File: src/cam_pkg.sv
package cam_pkg;

  localparam int unsigned DefSlots           = 4;
  localparam int unsigned DefChannelsPerSlot = 128;
  localparam int unsigned DefSampleBits      = 16;

  localparam int unsigned MaxSlots = 16;
  localparam int unsigned SlotW    = 4;
  localparam int unsigned LimW     = 9;

  localparam logic [15:0] DecayStart  = 16'd128;
  localparam logic [15:0] PeakFloor   = 16'd2;
  localparam logic [15:0] QuietWrap   = 16'h8000;
  localparam logic [15:0] CountMax    = 16'hFFFF;

  typedef enum logic [1:0] {
    CmdSample,
    CmdFlush,
    CmdDrop
  } cmd_kind_e;

  typedef struct packed {
    cmd_kind_e                           kind;
    logic                                found;
    logic [SlotW-1:0]                    slot;
    logic [6:0]                          channel;
    logic [15:0]                         left;
    logic [15:0]                         right;
    logic [MaxSlots-1:0][LimW-1:0]       lim;
  } cmd_t;

endpackage

File: src/cam_fifo.sv
module cam_fifo
  import cam_pkg::*;
(
  input  logic clk_i,
  input  logic rst_ni,
  input  logic push_i,
  input  cmd_t din_i,
  output logic full_o,
  input  logic pop_i,
  output cmd_t dout_o,
  output logic empty_o
);

  cmd_t       mem_q [2];
  logic       wptr_q, rptr_q;
  logic [1:0] cnt_q;

  assign full_o  = cnt_q == 2'd2;
  assign empty_o = cnt_q == 2'd0;
  assign dout_o  = mem_q[rptr_q];

  always_ff @(posedge clk_i or negedge rst_ni) begin
    if (!rst_ni) begin
      wptr_q <= 1'b0;
      rptr_q <= 1'b0;
      cnt_q  <= 2'd0;
    end else begin
      if (push_i) wptr_q <= ~wptr_q;
      if (pop_i) rptr_q <= ~rptr_q;
      if (push_i && !pop_i) cnt_q <= cnt_q + 2'd1;
      else if (pop_i && !push_i) cnt_q <= cnt_q - 2'd1;
    end
  end

  always_ff @(posedge clk_i) begin
    if (push_i) mem_q[wptr_q] <= din_i;
  end

endmodule

File: config.mk
export PLATFORM = sky130hd
export DESIGN_NAME = cam_fifo
export DESIGN_NICKNAME = d
export VERILOG_FILES = /design/src/cam_pkg.sv /design/src/cam_fifo.sv
export SDC_FILE = /design/constraint.sdc
export NUM_CORES = 1
export LEC_CHECK = 0
export BUFFER_PORTS_ARGS = -buffer_cell sky130_fd_sc_hd__buf_4
export CORE_MARGIN = 3
export CORE_UTILIZATION = 52
export DETAILED_ROUTE_END_ITERATION = 10
export GPL_ROUTABILITY_DRIVEN = 0
export HOLD_SLACK_MARGIN = 0.15
export PLACE_DENSITY = 0.84
export SLEW_MARGIN = 20
export SYNTH_ARGS = -nofsm -noshare
export SYNTH_HDL_FRONTEND = slang
export SYNTH_SLANG_ARGS = --single-unit
export TNS_END_PERCENT = 100
File: constraint.sdc
create_clock -name clk_i -period 13.2 [get_ports clk_i]
set_clock_uncertainty 0.05 [all_clocks]
set_input_delay 1.32 -clock clk_i [delete_from_list [all_inputs] [get_ports clk_i]]
set_output_delay 1.32 -clock clk_i [all_outputs]
set_load 0.005 [all_outputs]
# [Word-level counts from Yosys, hierarchy flattened]
# Memories as Yosys holds them, arrays and structs flattened.
# Cells that the tools add are included.
[totals] register_bits=4 ramBits=380 inputBits=194 output_inout_bits=192 elab_cells=19 mem_count=1
[memory_table] memory="mem_q" depth=2 width=190 rd=1 rd_ports_with_merged_regs=0 write_ports=1 line_no="cam_fifo.sv:14" source="cmd_t mem_q [2];"
[classes] addsub=2 n_eq_ne=1 mux=4 bitwise_logic=2 reduce_logical=6
[ops] op="$mux W2" n=2
[ops] op="$add A2 B1 Y2 const B" n=1
[ops] op="$eq A2 B2 Y1 const B" n=1
[ops] op="$logic_and A1 B1 Y1" n=2
[ops] op="$logic_not A1 Y1" n=2
[ops] op="$logic_not A2 Y1" n=1
[ops] op="$mux W1" n=2
[ops] op="$not A1 Y1" n=2
[ops] op="$reduce_bool A2 Y1" n=1
[ops] op="$sub A2 B1 Y2 const B" n=1

# [Depth between registers and ports, before layout]
[depth] ltp_word=4 mapped_depth=5 mapped_depth_nobuf=5

# [Least setup slack after synthesis]
# No wires, ideal clock.
[synth_timing] path_type="input to register" start="in push_i" end="mem mem_q[0][0] (netlist name), enable pin" setup_time_ns=0.766 arrival_time_ns=9.516 t_required_ns=12.384 setup_slack_ns=2.868 path_stages=1 path_buffers=0 path_cell_list="nor2b_1"
[synth_via] elab_chain_len=2
[synth_lines] element="from (decl)" line_no="cam_fifo.sv:6" source="input logic push_i,"
[synth_lines] element="$mux W1" line_no="cam_fifo.sv:36" source="if (push_i) mem_q[wptr_q] <= din_i;"
[synth_lines] element="$mux W1 (not written as such)" line_no="cam_fifo.sv:36"
[synth_lines] element="to (decl)" line_no="cam_fifo.sv:14"
# Every way passes these cells.

==> metrics <==
GRT Overall Usage=0.193; Setup Crit Path Kind=flip-flop to output port; Slew HR=0.272; CTS Sinks=approximately 380; R2R setup slack=between 10000 and 15000 ps; Starting Density=0.533; Std-Cell Rows=between 50 and 60; Initial DRC Count=about 440; Core Region=between 20000 and 30000 µm²; fin. max-slew vios=0; Int Power=between 2 and 3 mW; DRC viols=0; Syn-to-layout area delta=31.5%; Yosys top cell area share=0.814; max cap viols=0; routed vias/inst=5.16; pin count of the biggest net entering global routing=84; Final Util=0.701; most frequent cell after synthesis=edfxtp_1; Die W=170 µm; synthesized area per cell=around 23 µm²; combinational group share of total power=0.275; HP Class=flip-flop to flip-flop; cell taking the most area after synthesis=edfxtp_1; post-CTS setup repair buffer count=0; Post-synth ARST share=0.0104; Post-Synthesis Net Count=802; required time of the critical path=11830 ps; Pre-antenna DRT Iters=4; Crit. End Element=output port; fin crit share=0.334; total grt overflow=0; # setup viols final=0; EDFF count, synth=380; Area contributors post-synth=edfxtp_1 (81%), mux2_2 (15%), clkbuf_8 (1.7%); unrepaired setup endpoints after global routing=false; worst-margin pin slew=1090 ps; # resized after CTS=0; clock group share of total power=0.288; sequential share of power=0.438; Reg clk slew, reported paths=around 60 ps; Antenna diodes=0; Mapped Cells=~610; die area=between 20000 and 30000 µm²; CP Launch Type=flip-flop; Lkg Pwr=between 6 and 7 nW; Setup TNS=0 ps; Layout fillers=about 1600; cts bufs inserted=39; initial antenna violation count=0; first-pass GRT wire length=about 43000 µm; synthesized cell area=14000 µm²; max frequency=0.227 GHz; CTS H-tree lvls=2; Root Buffer Master=clkbuf_16; non-filler instance count after layout=~1400; Peak VDD IR=0.184 mV; PD cells=212 nW/µm²; vias in the first global route=approximately 7900; CTS tree=yes; fin nets=~1200; layout cells sized above 1=0.610; via count=approximately 7100; clock tree buffer depth=3; post-synth cell types=12; Critical Path AT=3030 ps; sw power=989 µW; wire per inst=21.3 µm; chip height=around 170 µm; Post-DP HPWL=around 19000 µm; status=complete, no violations; Port Buffer Count=just under 400; top_reg_cell synth=edfxtp_1; Hold Buf Count CTS=0; switching portion of total power=0.253; Final min period=~4400 ps; Final ANT Viol Nets=0; Commonest cells post-synth=edfxtp_1 (380), mux2_2 (190), clkbuf_8 (17); largest fanout on the critical path=78; final hold vios=0; dpl cells=1312; sequential area share after synthesis=0.821; clock latency on the worst-skew pair=roughly 500 ps; Ports=between 300 and 400; Syn. warnings=0; FF+latch count, synth=~380; Routed WL=around 29000 µm
-- final cells by class --
class / count / area (µm²) / area share
Sequential cell: 384 / 11500 / 0.625
Timing Repair Buffer: 391 / 2940 / 0.160
Multi-Input combinational cell: 201 / 2230 / 0.121
Clock buffer: 48 / 1050 / 0.0571
Tap cell: 335 / 419 / 0.0227
Clock inverter: 20 / 265 / 0.0144
Inverter: 1 / 3.75 / 0.000204
-- metrics by stage --
stage	hold slack, ps	cell area [µm²]	power (mW)	setup slack (ps)
after floorplan	405	14000	2.35	2870
after global placement	422	17100	2.79	9310
after detailed placement	428	17100	2.81	9340
after CTS	437	18400	3.95	8760
after global routing	461	18400	4.08	8670
final	437	18400	3.91	8800
-- critical path, cell delays in order (launching register included) --
cell and delay, ps:
dfrtp_4 950, buf_4 880, mux2_2 450, buf_4 150
-- flip-flops by register name (all words and copies together) (netlist names) --
name    cells
mem_q     380
rptr_q      1
wptr_q      1
cnt_q       2
-- layout by cell type, fill, tap and decap left out --
cell and n:
and2_4 1, buf_4 390, buf_6 1, bufinv_16 7
clkbuf_1 7, clkbuf_16 41, clkinv_1 8, clkinv_2 5
dfrtp_1 3, dfrtp_4 1, edfxtp_1 380, ha_1 1
inv_1 1, mux2_2 190, nor2_1 2, nor2b_1 1
nor2b_4 1, xnor2_1 1, xor2_1 4
-- logic make-up after synthesis --
group | after synthesis | synth area share
flip-flops | 384 | 0.821
multiplexers | 190 | 0.153
buffers and inverters | 22 | 0.0202
XOR/XNOR | 5 | 0.00312
AND/OR/NAND/NOR | 5 | 0.00188
adder cells (fa/ha/maj) | 1 | 0.000893
-- layer usage --
layer,track usage,up-vias,part of all wire
met4,0.0780,0,0.038
met3,0.0725,67,0.098
met1,0.214,3486,0.35
met2,0.338,319,0.52
met5,0,-,0
li1,-,3245,-
-- power by group through the flow --
stage          clock network, mW  registers, mW  logic, mW
2_1_floorplan                  0           1.74      0.611
3_3_place_gp                   0           1.72       1.06
3_5_place_dp                   0           1.74       1.08
4_1_cts                     1.15           1.71       1.09
5_1_grt                     1.20           1.73       1.15
6_report                    1.12           1.71       1.07
-- path summary, 6_finish.rpt --
path | cells after the start | to | start
min in group asynchronous | 1 | cnt_q[1]$_DFFE_PN0P_ | rst_ni
max in group asynchronous | 1 | rptr_q$_DFFE_PN0P_ | rst_ni
setup / recovery | 3 | dout_o[54] | rptr_q$_DFFE_PN0P_
hold reg to reg | 1 | cnt_q[1]$_DFFE_PN0P_ | cnt_q[1]$_DFFE_PN0P_
setup reg to reg | 2 | mem_q[0][123]$_DFFE_PP_ | wptr_q$_DFFE_PN0P_
hold / removal | 1 | cnt_q[1]$_DFFE_PN0P_ | cnt_q[1]$_DFFE_PN0P_
No activity file was read; power rests on OpenSTA's default activity.
