--- src/cam_pkg.sv ---
package cam_pkg;

  localparam int unsigned DefSlots           = 4;
  localparam int unsigned DefChannelsPerSlot = 128;
  localparam int unsigned DefSampleBits      = 16;

  localparam int unsigned MaxSlots = 16;
  localparam int unsigned SlotW    = 4;
  localparam int unsigned LimW     = 9;

  localparam logic [15:0] DecayStart  = 16'd128;
  localparam logic [15:0] PeakFloor   = 16'd2;
  localparam logic [15:0] QuietWrap   = 16'h8000;
  localparam logic [15:0] CountMax    = 16'hFFFF;

  typedef enum logic [1:0] {
    CmdSample,
    CmdFlush,
    CmdDrop
  } cmd_kind_e;

  typedef struct packed {
    cmd_kind_e                           kind;
    logic                                found;
    logic [SlotW-1:0]                    slot;
    logic [6:0]                          channel;
    logic [15:0]                         left;
    logic [15:0]                         right;
    logic [MaxSlots-1:0][LimW-1:0]       lim;
  } cmd_t;

endpackage

--- src/cam_front.sv ---
module cam_front
  import cam_pkg::*;
#(
  parameter int unsigned SLOTS             = DefSlots,
  parameter int unsigned CHANNELS_PER_SLOT = DefChannelsPerSlot
) (
  input  logic        clk_i,
  input  logic        rst_ni,
  input  logic        cfg_we_i,
  input  logic [2:0]  cfg_data_i,
  input  logic        in_valid_i,
  output logic        in_ready_o,
  input  logic        operation_i,
  input  logic [4:0]  chip_id_i,
  input  logic [7:0]  channel_count_i,
  input  logic [6:0]  channel_i,
  input  logic [15:0] left_i,
  input  logic [15:0] right_i,
  input  logic        full_i,
  input  logic        clearing_i,
  output logic        push_o,
  output cmd_t        cmd_o
);

  logic signed [2:0] forced_q;
  logic [MaxSlots-1:0]       valid_q;
  logic [MaxSlots-1:0][4:0]  chip_q;
  logic [MaxSlots-1:0][7:0]  chans_q;

  logic             sel_found, sel_new, prefix;
  logic [SlotW-1:0] sel;
  logic [LimW-1:0]  lim_v;

  assign in_ready_o = !full_i && !clearing_i;
  assign push_o     = in_valid_i && in_ready_o;

  always_comb begin
    sel_found = 1'b0;
    sel_new   = 1'b0;
    sel       = '0;
    for (int s = SLOTS - 1; s >= 0; s--) begin
      if (!valid_q[s] || chip_q[s] == chip_id_i) begin
        sel_found = 1'b1;
        sel_new   = !valid_q[s];
        sel       = SlotW'(s);
      end
    end
  end

  always_comb begin
    cmd_o         = '0;
    cmd_o.channel = channel_i;
    cmd_o.left    = left_i;
    cmd_o.right   = right_i;
    prefix        = 1'b1;
    for (int s = 0; s < MaxSlots; s++) begin
      lim_v = '0;
      if (s < SLOTS) begin
        prefix = prefix && valid_q[s];
        if (prefix) begin
          lim_v = (LimW'(chans_q[s]) > LimW'(CHANNELS_PER_SLOT)) ?
                  LimW'(CHANNELS_PER_SLOT) : LimW'(chans_q[s]);
        end
      end
      cmd_o.lim[s] = lim_v;
    end
    if (operation_i) begin
      cmd_o.kind = CmdFlush;
    end else begin
      if (forced_q < 0) begin
        cmd_o.found = sel_found;
        cmd_o.slot  = sel;
      end else begin
        cmd_o.found = 32'(forced_q[1:0]) < SLOTS;
        cmd_o.slot  = SlotW'(forced_q[1:0]);
      end
      if (!cmd_o.found) begin
        cmd_o.kind = CmdDrop;
        cmd_o.slot = '0;
      end else if (32'(channel_i) >= CHANNELS_PER_SLOT) begin
        cmd_o.kind = CmdDrop;
      end else begin
        cmd_o.kind = CmdSample;
      end
    end
  end

  always_ff @(posedge clk_i or negedge rst_ni) begin
    if (!rst_ni) begin
      forced_q <= -3'sd1;
      valid_q  <= '0;
      chip_q   <= '0;
      chans_q  <= '0;
    end else begin
      if (cfg_we_i) forced_q <= cfg_data_i;
      if (push_o && !operation_i && forced_q < 0 && sel_found && sel_new) begin
        valid_q[sel] <= 1'b1;
        chip_q[sel]  <= chip_id_i;
        chans_q[sel] <= channel_count_i;
      end
    end
  end

endmodule

--- config.mk ---
export PLATFORM = sky130hd
export DESIGN_NAME = cam_front
export DESIGN_NICKNAME = d
export VERILOG_FILES = /design/src/cam_pkg.sv /design/src/cam_front.sv
export SDC_FILE = /design/constraint.sdc
export NUM_CORES = 1
export LEC_CHECK = 0
export BUFFER_PORTS_ARGS = -buffer_cell sky130_fd_sc_hd__buf_2
export CAP_MARGIN = 25
export CORE_MARGIN = 8
export CORE_UTILIZATION = 25
export CTS_BUF_LIST = sky130_fd_sc_hd__clkbuf_8
export DETAILED_ROUTE_END_ITERATION = 12
export GPL_TIMING_DRIVEN = 0
export PLACE_DENSITY = 0.61
export SLEW_MARGIN = 20
export SYNTH_ARGS = -nofsm -noshare
export SYNTH_HDL_FRONTEND = slang
export SYNTH_SLANG_ARGS = --single-unit
--- constraint.sdc ---
create_clock -name clk_i -period 2.5 [get_ports clk_i]
set_input_delay 0.375 -clock clk_i [delete_from_list [all_inputs] [get_ports clk_i]]
set_output_delay 0.375 -clock clk_i [all_outputs]
set_load 0.1 [all_outputs]
=== Word-level counts from Yosys, hierarchy flattened ===
Cells that the tools add are included.

* Flip-flop bits (word level): 227
* Latch bits: 0
* Bits in writable memories: 0
* ROM bits: 0
* Input bits: 62
* Output and inout port bits: 192
* Word-level logic and storage cells: 101
* Memories: 0

* Add/sub/neg operators: 0
* Multiply operators: 0
* Div/mod/pow operators: 0
* Magnitude comparators: 7
* Equal/unequal tests: 4
* Shift-type cells: 0
* Muxes and demuxes: 34
* Bitwise gates (word level): 1
* Reductions and logical operators: 21

{| class="wikitable"
|+ Operators with widths
! kind !! number
|-
| 128-bit bitwise mux || 1
|-
| 80-bit bitwise mux || 1
|-
| 8-bit two-way mux || 9
|-
| 8-bit demux with 4-bit select || 1
|-
| 8-bit > comparator, second input constant || 4
|-
| 5-bit demux with 4-bit select || 1
|-
| 5-bit == test || 4
|-
| 5-bit two-way mux || 4
|-
| 4-bit two-way mux || 4
|-
| 16-bit OR || 1
|-
| 1-bit logical AND || 10
|-
| 1-bit two-way mux || 9
|-
| 1-bit logical NOT || 7
|-
| 2-bit two-way mux || 3
|-
| 4-bit by 5-bit less-than comparator with 1-bit output, second input constant || 1
|-
| 1-bit demux with 4-bit select || 1
|-
| 4-bit by 1-bit >= comparator with 1-bit output, second input constant || 1
|-
| 1-bit logical OR || 4
|-
| 3-bit by 1-bit less-than comparator with 1-bit output, second input constant || 1
|}

=== Logic depth before layout (Yosys ltp) ===
* Depth after elaboration: 11
* Depth in mapped cells: 9
* Mapped depth without buffers: 6

=== Least setup slack after synthesis ===
Ideal clock, no wire load.

* Path kind: input to output
* From: input chip_id_i[1]
* To: output cmd_o[183] in the netlist's numbering
* Data arrival time: 3732 ps
* Path slack: -1607 ps
* Cell stages on the path: 7
* Buffers on the path: 1
* Cells stage by stage: buf_6 > xnor2_1 > nand3_2 > nor2_1 > nor2_1 > a31oi_1 > o21a_1

{| class="wikitable"
|+ RTL lines
! element !! line !! source
|-
| start: declaration || cam_front.sv:14 || <nowiki>input logic [4:0] chip_id_i,</nowiki>
|-
| end: declaration || cam_front.sv:22 || <nowiki>output cmd_t cmd_o</nowiki>
|}

==> results.toml <==
[cells_and_area]
layout_common_cells = "buf_4 (161), conb_1 (114), buf_2 (82), dfrtp_1 (55), mux2_2 (31)"
nFillCells = 1662
layout-drive-gt1-share_pct = 59.8
antenna-diode-count = 0
syn_to_final_growth_pct = 38.5
num-nets-final = 667
final_common_cell = "buf_4"
fin_util_pct = 35.3

[routing]
postRouteAntennaNets = 0
initialDrtViolationCount = 49
first_pass_iters = 4
viasPerCell = 3.42
route.detailed.drc = 0
vias = 2837
wl_per_cell_um = 13.2
drt-total-wl_mm = 10.9

[clock_tree]
cts_max_level = 3
path_clk_slew_ns = 0.06
clock-sinks = 59
tritoncts = "yes"
cts_buffer_depth = 2
clock_latency_ns = 0.35
cts_buffers = 9
cts_root_buffer = "clkbuf_8"

[synthesis]
synth-warning-count = 0
synth-edff-count = 0
synth_cells = 383
synth-async-reset-ratio_pct = 100
synth_cell_types = 43
syn_avg_cell_area_um2 = 11.0
syn_area_mm2 = 0.00419
synth_largest_area_cell = "dfrtp_1"
yosys-top-cells-area = "dfrtp_1 (33%), buf_4 (28%), mux2_2 (9.4%)"
synth_seq_cells = 59
ys_seq_area_share_pct = 35.3
synthFlopType = "dfrtp_1"
synth_top_area_share_pct = 33.4

[grt]
grt_pass1_wl_mm = 16.6
grt_start_max_net_pins = 60
antenna_found_initial = 1
gr-total-overflow = 0
grtUsageTotal_pct = 10.0
grt_pass1_vias = 2906

[setup_path]
regToRegEndpoint = "chip_q[16]"
crit_required_ns = 2.12
timing.rr.start = "chip_q[17]"
reg2reg_slack_ns = 0.13
cp_slowest_cell = "dfrtp_1"
crit_arrival_ns = 2.11
worstSetupEndpointType = "output pin"
crit_fanout = 3
r2r_cells = 9
critPathKind = "reg -> out"
crit_path_max_incr_delay_ns = 0.39
critPathLaunchType = "register"
crit_chain = "xnor2_1 > nand3_1 > o21ai_1 > nor2_1 > a31oi_4 > o21a_2 > buf_12"

[floorplanning]
core_area_mm2 = 0.0165
die_h_um = 146
fp.dieArea_mm2 = 0.0212
placementRows = 47
initial_core_util_pct = 25.5
die_w_um = 146
io_pins = 254

[status]
status = "finished clean"

[sta]
period_minus_slack_ns = 2.49
timing.setup.tns_ns = 0
fin_skew_ns = 0.00972
tightestPinTransition_ns = 0.750
rsz0062_at_grt = "yes"
slew_violations = 0
setup_viol = 0
fmax_mhz = 402
finalCritPeriodShare_pct = 99.5
hold_viol = 0
timing.slew.headroom_pct = 50.0

[power_and_ir_drop]
power_density_mw_per_mm2 = 891
irDropWorstVdd_mv = 0.540
leakagePower_nw = 3.19

[placed_design]
place_congestion = 0.705
dp_hpwl_mm = 9.04
port_buffers = 95

[worst_hold_path]
hp-class = "in -> async"

[flow_run]
max_cap_viol_count = 0
[report_power, final]
part           leakage, nW  internal [mW]  switching (mW)
Clock                0.127          0.682           0.385
Sequential           0.775           1.20           0.153
Combinational         2.29          0.701            2.06
Total                 3.19           2.58            2.60
[cells by family after synthesis]
kind of cell           share of synthesized area [%]
flip-flops                                      35.3
buffers and inverters                           30.2
other                                         0.0894
AND/OR/NAND/NOR                                 10.1
multiplexers                                    16.6
AO/OA/AOI/OAI                                   3.55
XOR/XNOR                                        4.18
[worst max-delay path: cells and delay by family, from the launching register on]
kind | cells | cell delay (ns)
simple gates | 2 | 0.34
buf+inv | 1 | 0.17
flops | 1 | 0.39
xor+xnor | 1 | 0.15
compound gates | 3 | 0.71
[synth_stat cells, types with 3 or more instances]
cell type	count
and2_1	30
xnor2_1	20
mux2_4	18
dfstp_2	3
dfrtp_1	56
nand2_1	6
buf_4	156
mux2_2	35
nor2_1	7
nand3_1	3
nor3_1	4
buf_6	6
[stage by stage]
step / total power [mW] / cells / setup slack (ns) / instance area (µm²) / hold slack (ns)
CTS: 5.18 / 830 / -0.0136 / 5750 / 0.114
finish: 5.18 / 830 / 0.0113 / 5810 / 0.0870
floorplan: 3.74 / 496 / -0.323 / 4690 / 0.0794
global placement: 4.04 / 811 / -0.0668 / 5440 / 0.469
detailed placement: 4.06 / 811 / -0.0586 / 5450 / 0.480
global route: 5.40 / 830 / -0.0922 / 5810 / 0.152
[routing by layer]
| metal | GRT usage [%] | wire length [µm] |
|---|---|---|
| met5 | 0 | 8 |
| met3 | 4.23 | 956 |
| met1 | 10.8 | 4380 |
| met4 | 3.64 | 227 |
| met2 | 17.2 | 5350 |
[sequential cells by signal (all words and copies together), names as in the netlist]
register,cells
chans_q,32
valid_q,4
chip_q,20
forced_q,3
[how the worst max path moves through the flow]
stage | slack (ns) | to | depth (start not counted) | from
floorplan | -0.32 | cmd_o[183] | 7 | chip_id_i[4]
global placement | -0.07 | cmd_o[183] | 8 | chip_id_i[0]
detailed placement | -0.06 | chans_q[9] | 8 | chip_id_i[2]
CTS | -0.01 | cmd_o[183] | 7 | chip_q[14]
global route | -0.09 | cmd_o[183] | 7 | chip_q[17]
finish | 0.01 | cmd_o[183] | 7 | chip_q[3]
[cell type report]
| cell class | instances | area, µm² | area share, % |
|---|---|---|---|
| Sequential cell | 59 | 1480 | 25.5 |
| Clock buffer | 10 | 138 | 2.37 |
| Inverter | 2 | 7.51 | 0.129 |
| Timing Repair Buffer | 98 | 559 | 9.63 |
| Clock inverter | 6 | 104 | 1.79 |
| Tap cell | 220 | 275 | 4.74 |
| Buffer | 164 | 1270 | 21.9 |
| Multi-Input combinational cell | 271 | 1970 | 34.0 |
[repair_timing]
action | in CTS | in global routing
hold buffers | 0 | 0
setup endpoints to repair | 26 | 25
pin swaps | 1 | 5
setup buffers | 3 | 0
gates resized for setup | 15 | 17
gates cloned | 0 | 0
Power figures use the tool's default switching activity.
